`src/rtl/pdr_pkg.sv`:
```
// ----------------------------------------------------------------------------
// pdr_pkg
// Shared constants, command and status types for the difficulty retarget block.
// ----------------------------------------------------------------------------
package pdr_pkg;

   // target width; storage is always four 64-bit words
   localparam int TARGET_BITS = 256;
   localparam int BIG_BITS    = 256;
   localparam int WORD_BITS   = 64;

   // bits of the big value that lie below TARGET_BITS
   localparam logic [BIG_BITS-1:0] TGT_MASK = {BIG_BITS{1'b1}} >> (BIG_BITS - TARGET_BITS);

   // pow limit 0x7fffff shifted to the top of the target
   localparam logic [BIG_BITS-1:0] LIMIT_VAL =
      (BIG_BITS'(24'h7fffff) << (TARGET_BITS - 24)) & TGT_MASK;

   // ratio halving threshold
   localparam logic [39:0] HALVE_LIMIT = 40'd1000000;

   // configuration registers
   localparam logic [31:0] PERIOD_RESET = 32'd1209600;
   localparam logic [7:0]  FACTOR_RESET = 8'd4;
   localparam logic        CSR_IDX_PERIOD = 1'b0;
   localparam logic        CSR_IDX_FACTOR = 1'b1;

   // iteration counts (divider retires 4 quotient bits a cycle)
   localparam int CNT_W       = 6;
   localparam int DIV_RADIX   = 4;
   localparam int MINT_CYCLES = 32 / DIV_RADIX;
   localparam int DIV_CYCLES  = BIG_BITS / DIV_RADIX;
   localparam int MUL_CYCLES  = BIG_BITS / 32;

   // datapath operations
   typedef enum logic [3:0] {
      DP_NOP,
      DP_LOAD,
      DP_PREP,
      DP_DIV,
      DP_CLAMP,
      DP_HALVE,
      DP_ORDER,
      DP_MUL,
      DP_FIX,
      DP_LIMIT
   } dp_op_type;

   typedef struct packed {
      dp_op_type op;
      logic      out_load;
   } pdr_cmd_type;

   typedef struct packed {
      logic zero;
      logic halve_done;
      logic mul_first;
   } pdr_status_type;

   // controller states
   typedef enum logic [10:0] {
      ST_IDLE  = 11'b00000000001,
      ST_PREP  = 11'b00000000010,
      ST_MINT  = 11'b00000000100,
      ST_CLAMP = 11'b00000001000,
      ST_HALVE = 11'b00000010000,
      ST_ORDER = 11'b00000100000,
      ST_MUL   = 11'b00001000000,
      ST_DIV   = 11'b00010000000,
      ST_FIX   = 11'b00100000000,
      ST_LIMIT = 11'b01000000000,
      ST_DONE  = 11'b10000000000
   } pdr_state_type;

endpackage

```
`src/rtl/pdr_ctrl.sv`:
```
// ----------------------------------------------------------------------------
// pdr_ctrl
// Sequencer for the retarget: clamp, halving, multiply/divide order, limit.
// ----------------------------------------------------------------------------
module pdr_ctrl import pdr_pkg::*; (
   input  logic           clock,
   input  logic           reset,
   input  logic           req_valid,
   input  logic           rsp_free,
   input  pdr_status_type status,
   output logic           req_ready,
   output pdr_cmd_type    cmd
);

   pdr_state_type    state_ff, state_in;
   logic [CNT_W-1:0] cnt_ff, cnt_in;
   logic             second_ff, second_in;

   // next state and datapath command
   always_comb begin
      state_in     = state_ff;
      cnt_in       = cnt_ff;
      second_in    = second_ff;
      cmd.op       = DP_NOP;
      cmd.out_load = 1'b0;
      req_ready    = 1'b0;
      unique case (state_ff)
         ST_IDLE: begin
            req_ready = 1'b1;
            if (req_valid) begin
               cmd.op   = DP_LOAD;
               state_in = ST_PREP;
            end
         end
         ST_PREP: begin
            if (status.zero) begin
               state_in = ST_DONE;
            end else begin
               cmd.op   = DP_PREP;
               cnt_in   = '0;
               state_in = ST_MINT;
            end
         end
         ST_MINT: begin
            cmd.op = DP_DIV;
            cnt_in = cnt_ff + 1'b1;
            if (cnt_ff == CNT_W'(MINT_CYCLES - 1)) begin
               state_in = ST_CLAMP;
            end
         end
         ST_CLAMP: begin
            cmd.op   = DP_CLAMP;
            state_in = ST_HALVE;
         end
         ST_HALVE: begin
            cmd.op = DP_HALVE;
            if (status.halve_done) begin
               state_in = ST_ORDER;
            end
         end
         ST_ORDER: begin
            cmd.op    = DP_ORDER;
            cnt_in    = '0;
            second_in = 1'b0;
            state_in  = ST_FIX;
         end
         ST_FIX: begin
            // picks the next operation from the phase and the ratio order
            cmd.op = second_ff ? DP_FIX : DP_NOP;
            cnt_in = '0;
            if (status.mul_first != second_ff) begin
               state_in = ST_MUL;
            end else begin
               state_in = ST_DIV;
            end
         end
         ST_MUL: begin
            cmd.op = DP_MUL;
            cnt_in = cnt_ff + 1'b1;
            if (cnt_ff == CNT_W'(MUL_CYCLES - 1)) begin
               second_in = 1'b1;
               state_in  = second_ff ? ST_LIMIT : ST_FIX;
            end
         end
         ST_DIV: begin
            cmd.op = DP_DIV;
            cnt_in = cnt_ff + 1'b1;
            if (cnt_ff == CNT_W'(DIV_CYCLES - 1)) begin
               second_in = 1'b1;
               state_in  = second_ff ? ST_LIMIT : ST_FIX;
            end
         end
         ST_LIMIT: begin
            cmd.op   = DP_LIMIT;
            state_in = ST_DONE;
         end
         ST_DONE: begin
            if (rsp_free) begin
               cmd.out_load = 1'b1;
               state_in     = ST_IDLE;
            end
         end
         default: begin
            state_in = ST_IDLE;
         end
      endcase
   end

   // control registers
   always_ff @(posedge clock) begin
      if (reset) begin
         state_ff  <= ST_IDLE;
         cnt_ff    <= '0;
         second_ff <= 1'b0;
      end else begin
         state_ff  <= state_in;
         cnt_ff    <= cnt_in;
         second_ff <= second_in;
      end
   end

endmodule

```
`config.mk`:
```
export PLATFORM = sky130hd
export DESIGN_NAME = pdr_ctrl
export DESIGN_NICKNAME = d
export VERILOG_FILES = /design/src/rtl/pdr_pkg.sv /design/src/rtl/pdr_ctrl.sv
export SDC_FILE = /design/constraint.sdc
export NUM_CORES = 1
export LEC_CHECK = 0
export ABC_AREA = 1
export BUFFER_PORTS_ARGS = -buffer_cell sky130_fd_sc_hd__buf_2
export CELL_PAD_IN_SITES_DETAIL_PLACEMENT = 1
export CELL_PAD_IN_SITES_GLOBAL_PLACEMENT = 1
export CORE_ASPECT_RATIO = 1.25
export CORE_MARGIN = 5
export CORE_UTILIZATION = 38
export DETAILED_ROUTE_END_ITERATION = 8
export GPL_TIMING_DRIVEN = 0
export PLACE_DENSITY_LB_ADDON = 0.2
export SLEW_MARGIN = 20
export SYNTH_ARGS = -nofsm -noshare
export SYNTH_HDL_FRONTEND = slang
export SYNTH_SLANG_ARGS = --single-unit
export TNS_END_PERCENT = 5
```
`constraint.sdc`:
```
create_clock -name clock -period 1.3 [get_ports clock]
set_input_delay 0.065 -clock clock [delete_from_list [all_inputs] [get_ports clock]]
set_output_delay 0.065 -clock clock [all_outputs]
set_load 0.02 [all_outputs]
```
# After elaboration in Yosys (flattened, before gate mapping)
# Cells that the tools add are included.
# totals
input_bits,7
output_inout_bits,6
regBits,18
word_cells,55
# op_classes
addsub,1
n_reduce_logical,8
mux,22
n_eq_ne,21
# op_table
operator,count
case mux 11 bit (11 select lines),1
two-way mux 11 bit,7
case mux 4 bit (9 select lines),1
case mux 6 bit (3 select lines),1
"!= test 2 bit, second input constant",7
"equality test 11 x 1 -> 1 bit, second input constant",1
"equality test 11 x 10 -> 1 bit, second input constant",1
"equality test 11 bit, second input constant",1
"equality test 11 x 2 -> 1 bit, second input constant",1
"equality test 11 x 3 -> 1 bit, second input constant",1
"equality test 11 x 4 -> 1 bit, second input constant",1
"equality test 11 x 5 -> 1 bit, second input constant",1
"equality test 11 x 6 -> 1 bit, second input constant",1
"equality test 11 x 7 -> 1 bit, second input constant",1
"equality test 11 x 8 -> 1 bit, second input constant",1
"equality test 11 x 9 -> 1 bit, second input constant",1
two-way mux 10 bit,1
two-way mux 8 bit,1
"adder 6 x 1 -> 6 bit, second input constant",1
"equality test 6 x 3 -> 1 bit, second input constant",1
"equality test 6 bit, second input constant",1
two-way mux 1 bit,6
two-way mux 6 bit,1
AND reduction 6 bit,1
9 further kinds,11

# Logic depth before layout (Yosys ltp)
# logic_depth
depth_word,4
mapped_depth,11
depth_no_buf,11

# Least setup slack after synthesis
# No wires, ideal clock.
# synth_path
kind,reg2out
from,register state_ff[4]
to,output port cmd[4] (netlist bit)
path_buffers,0
t_arrival_ps,1300
stages_incl_launch_ff,6
required_ps,1235
path_slack_ps,-65
path_cell_list,dfxtp_1 -> nor2_4 -> nand2_4 -> nor2_4 -> nand2_1 -> o21ai_0
# synth_lines
element,line_no,rtl
"start, declared",pdr_ctrl.sv:15,"pdr_state_type state_ff, state_in;"
"start signal, assigned",pdr_ctrl.sv:116,state_ff <= state_in;
"end, declared",pdr_ctrl.sv:12,output pdr_cmd_type cmd

# Final worst setup path
# layout_path
from,register state_ff[1]
to,register state_ff[1]
# layout_between
elab_chain_cells,3
word_cells_on_any_way,19
cone_classes,eq/ne: 17; mux: 1; reduce/logical: 1
# layout_lines
element,line_no,rtl
equality test 11 x 8 -> 1 bit (tied with other cells),pdr_ctrl.sv:27,unique case (state_ff)
!= test 2 bit (no line),-,
AND reduction 6 bit (no line),-,
# Several ways; a longest one is shown, not always the timed one.
# A chain may end at the register's enable or synchronous reset.

==> summary.md <==
| Metric | Value |
|---|---|
| Status | `complete, but fails checks` |
| Violated checks | `setup timing` |
| Antenna diodes | `0` |
| First-pass DRT Iterations | `2` |
| Reg2Reg Setup Slack | `-0.29 ns` |
| Critical Path Slowest Stage Cell | `dfxtp_2` |
| Max IR drop VDD | `~0.64 mV` |
| Switching Share | `0.330` |
| DR iter-0 viols | `11` |
| Initial antenna violation count | `0` |
| Fin crit period | `1.59 ns` |
| Register area share after synthesis | `0.281` |
| Area grow syn2layout | `24.3%` |
| Synth area leaders | `dfxtp_1 28%, nand2_1 9.1%, nand3_1 7.0%, inv_1 7.0%, nand2_4 6.1%` |
| Pwr Total | `0.00156 W` |
| Leak | `~0.73 nW` |
| Combinational power share | `0.319` |
| Worst EP arrival | `1.76 ns` |
| CTS Root Cell | `clkbuf_8` |
| Syn Inst Count | `182` |
| Crit-path max cell delay | `0.34 ns` |
| Worst slew margin | `0.675` |
| Largest delay share family, worst path | `simple AND/OR/NAND/NOR gates` |
| Crit Path Category | `reg -> reg` |
| Nets | `215` |
| IO buf count | `12` |
| Syn Nets | `190` |
| Worst slew pin tran | `approximately 0.49 ns` |
| Total net switching power | `0.000517 W` |
| Mapped Area | `0.00128 sq mm` |
| Syn avg cell area | `just over 7 sq um` |
| Worst skew pair latency | `0.26 ns` |
| CTS H-tree lvls | `1` |
| Pins Over Slew Limit | `0` |
| Most Frequent Cell on Critical Path | `nor2_4` |
| Number of hold buffers added after CTS | `0` |
| First-pass GRT wire length | `5890 microns` |
| Fillers | `between 400 and 500` |
| Fin worst setup slack | `-0.294 ns` |
| Final hold slack | `between 0.02 and 0.03 ns` |
| Unrepaired setup endpoints after global routing | `true` |
| Clock Skew | `0.00167 ns` |
| Vias in the first global route | `roughly 1.3k` |
| Reg-to-Reg End | `state_ff[1]` |
| GRT Residual Overflow | `0` |
| Startpoint class of the critical path | `flip-flop` |
| CTS buffer count | `3` |
| Tcrit/Tclk final | `1.23` |
| RR Startpoint | `state_ff[1]` |
| Reg clk slew, reported paths | `roughly 0.070 ns` |
| Crit Path Max Fanout | `5` |
| Die area | `about 0.0046 sq mm` |
| Via-to-Cell Ratio | `5.13` |
| FF-to-FF path depth | `12` |
| DRC viols | `0` |
| Vias post-DR | `between 1k and 1.5k` |
| CP Buf/Inv Count | `4` |
| GRT Total Usage | `0.170` |
| Top_reg_cell synth | `dfxtp_1` |
| Top cells by count, synth | `31 x nand2_1, 24 x inv_1, 18 x dfxtp_1, 18 x nand3_1, 14 x nor2_1` |
| Hold Crit Start | `reset` |
| Hold EP | `state_ff[2]` |
| Ratio of cells with drive above 1 in the final layout | `0.422` |
| Starting Density | `0.398` |
| DRT Wirelength | `3600 microns` |
| Fmax | `627 MHz` |
| Crit-path cells | `nor2_4, nand2_4, nor2_4, buf_4, nand3_1, nand2_1, inv_2, nand2_4, nor2_4, buf_4, nand3_2, inv_2` |
| Final RePlAce weighted congestion | `0.765` |
| DIE HEIGHT | `75.0 microns` |
| Max-cap violations | `0` |
| Most common cell in the netlist | `nand2_1` |
| Synth area leader | `dfxtp_1` |
| CTS tree | `built` |
| Core Box Area | `about 0.0032 sq mm` |
| I/O Pins | `13` |
| Clock Sinks | `18` |
| Flops & latches, synth | `18` |
| Post-DP HPWL | `2780 microns` |
| Top cell type's share of synthesized area | `0.281` |
| Die span in x | `62.0 microns` |
| Worst Setup End Kind | `flip-flop` |
| Largest net degree at the start of global routing | `11` |
| Setup Viol. Count Final | `21` |
| Ys Warns | `0` |
| PD cells | `981 mW/mm^2` |
| Async SR Flop Fraction | `0` |
| DRT antenna net count | `0` |
| Post-synth EDFFs | `0` |
| CTS Buffer Depth | `2` |
| Clock network power share | `0.304` |
| WP data required | `about 1.5 ns` |
| Placement Rows | `23` |
| Int Pwr | `about 0.0010 W` |
| Hold Violations, Final | `0` |
| Drt wl/cell | `~15 microns` |
| Distinct cells, synth | `28` |
| Hold Path Depth | `2` |
| Worst min path class | `in -> reg` |
| Sequential share of power | `0.377` |
cell type report:
type	count	area (sq um)	share of cell area
multi-input combinational	131	850	0.533
sequential	18	372	0.233
timing repair buffer	20	143	0.0895
inverter	32	125	0.0785
clock buffer	4	55.1	0.0345
tap	37	46.3	0.0290
buffer	1	3.75	0.00235
power groups by stage:
stage / sequential (W) / combinational, W / clock, W
final: 0.000590 / 0.000500 / 0.000475
after global placement: 0.000594 / 0.000386 / 0
after floorplan: 0.000594 / 0.000306 / 0
after CTS: 0.000589 / 0.000486 / 0.000485
after global routing: 0.000591 / 0.000536 / 0.000508
after detailed placement: 0.000597 / 0.000398 / 0
sequential cells by signal, indices dropped and copies added, names as in the netlist:
signal,cells
second_ff,1
cnt_ff,6
state_ff,11
timing repair:
item	in CTS	in global routing
hold endpoints to repair	0	0
pin swaps	13	2
setup endpoints to repair	20	22
buffers inserted	8	0
resized for setup	22	10
routing by layer:
| metal | track usage | routed length (microns) | vias up |
|---|---|---|---|
| met5 | 0 | 0 | - |
| met4 | 0.0566 | 71 | 0 |
| met2 | 0.331 | 2050 | 13 |
| met1 | 0.180 | 1390 | 603 |
| met3 | 0.0240 | 90 | 8 |
| li1 | - | - | 622 |
per-stage QoR:
step                      cell area, sq um  utilization  setup slack [ns]  TNS (ns)  cells
after global placement                1390        0.431            -0.250     -2.10    231
after floorplan                       1280            -           -0.0539    -0.236    182
final                                 1590        0.495            -0.294     -3.85    243
after detailed placement              1390        0.431            -0.312     -2.72    231
after global routing                  1590        0.495            -0.351     -5.32    243
after CTS                             1570        0.486            -0.295     -3.96    243
how the worst max path moves through the flow:
stage / startpoint / end / slack, ns / cells after the start
2_1_floorplan: state_ff[10] / state_ff[3] / -0.05 / 10
3_3_place_gp: cnt_ff[0] / state_ff[9] / -0.25 / 11
3_5_place_dp: cnt_ff[1] / state_ff[9] / -0.31 / 11
4_1_cts: state_ff[1] / cmd[1] / -0.30 / 8
5_1_grt: state_ff[5] / cmd[1] / -0.35 / 6
6_report: state_ff[1] / state_ff[1] / -0.29 / 12
layout by cell type (no fill, tap or decap), types with 4 or more instances in the layout:
cell type   n
nand3_2     5
dfxtp_2     9
buf_4      12
nand2_1    29
nand3_1    16
inv_1      24
nand2_2    10
buf_2       6
nor2_4     10
nor2_1     10
nand4_1     4
inv_2       7
a21oi_1    10
clkbuf_8    4
nor2_2      8
dfxtp_1     9
nand2_4     8
logic make-up (layout without fill, tap and decap cells):
family / Yosys count / after routing / synth area share
fa+ha+maj: 1 / 1 / 0.00975
flops: 18 / 18 / 0.281
buf+inv: 33 / 57 / 0.100
simple gates: 107 / 107 / 0.493
xor+xnor: 4 / 4 / 0.0273
compound gates: 19 / 19 / 0.0888
No activity file was read; power rests on OpenSTA's default activity.
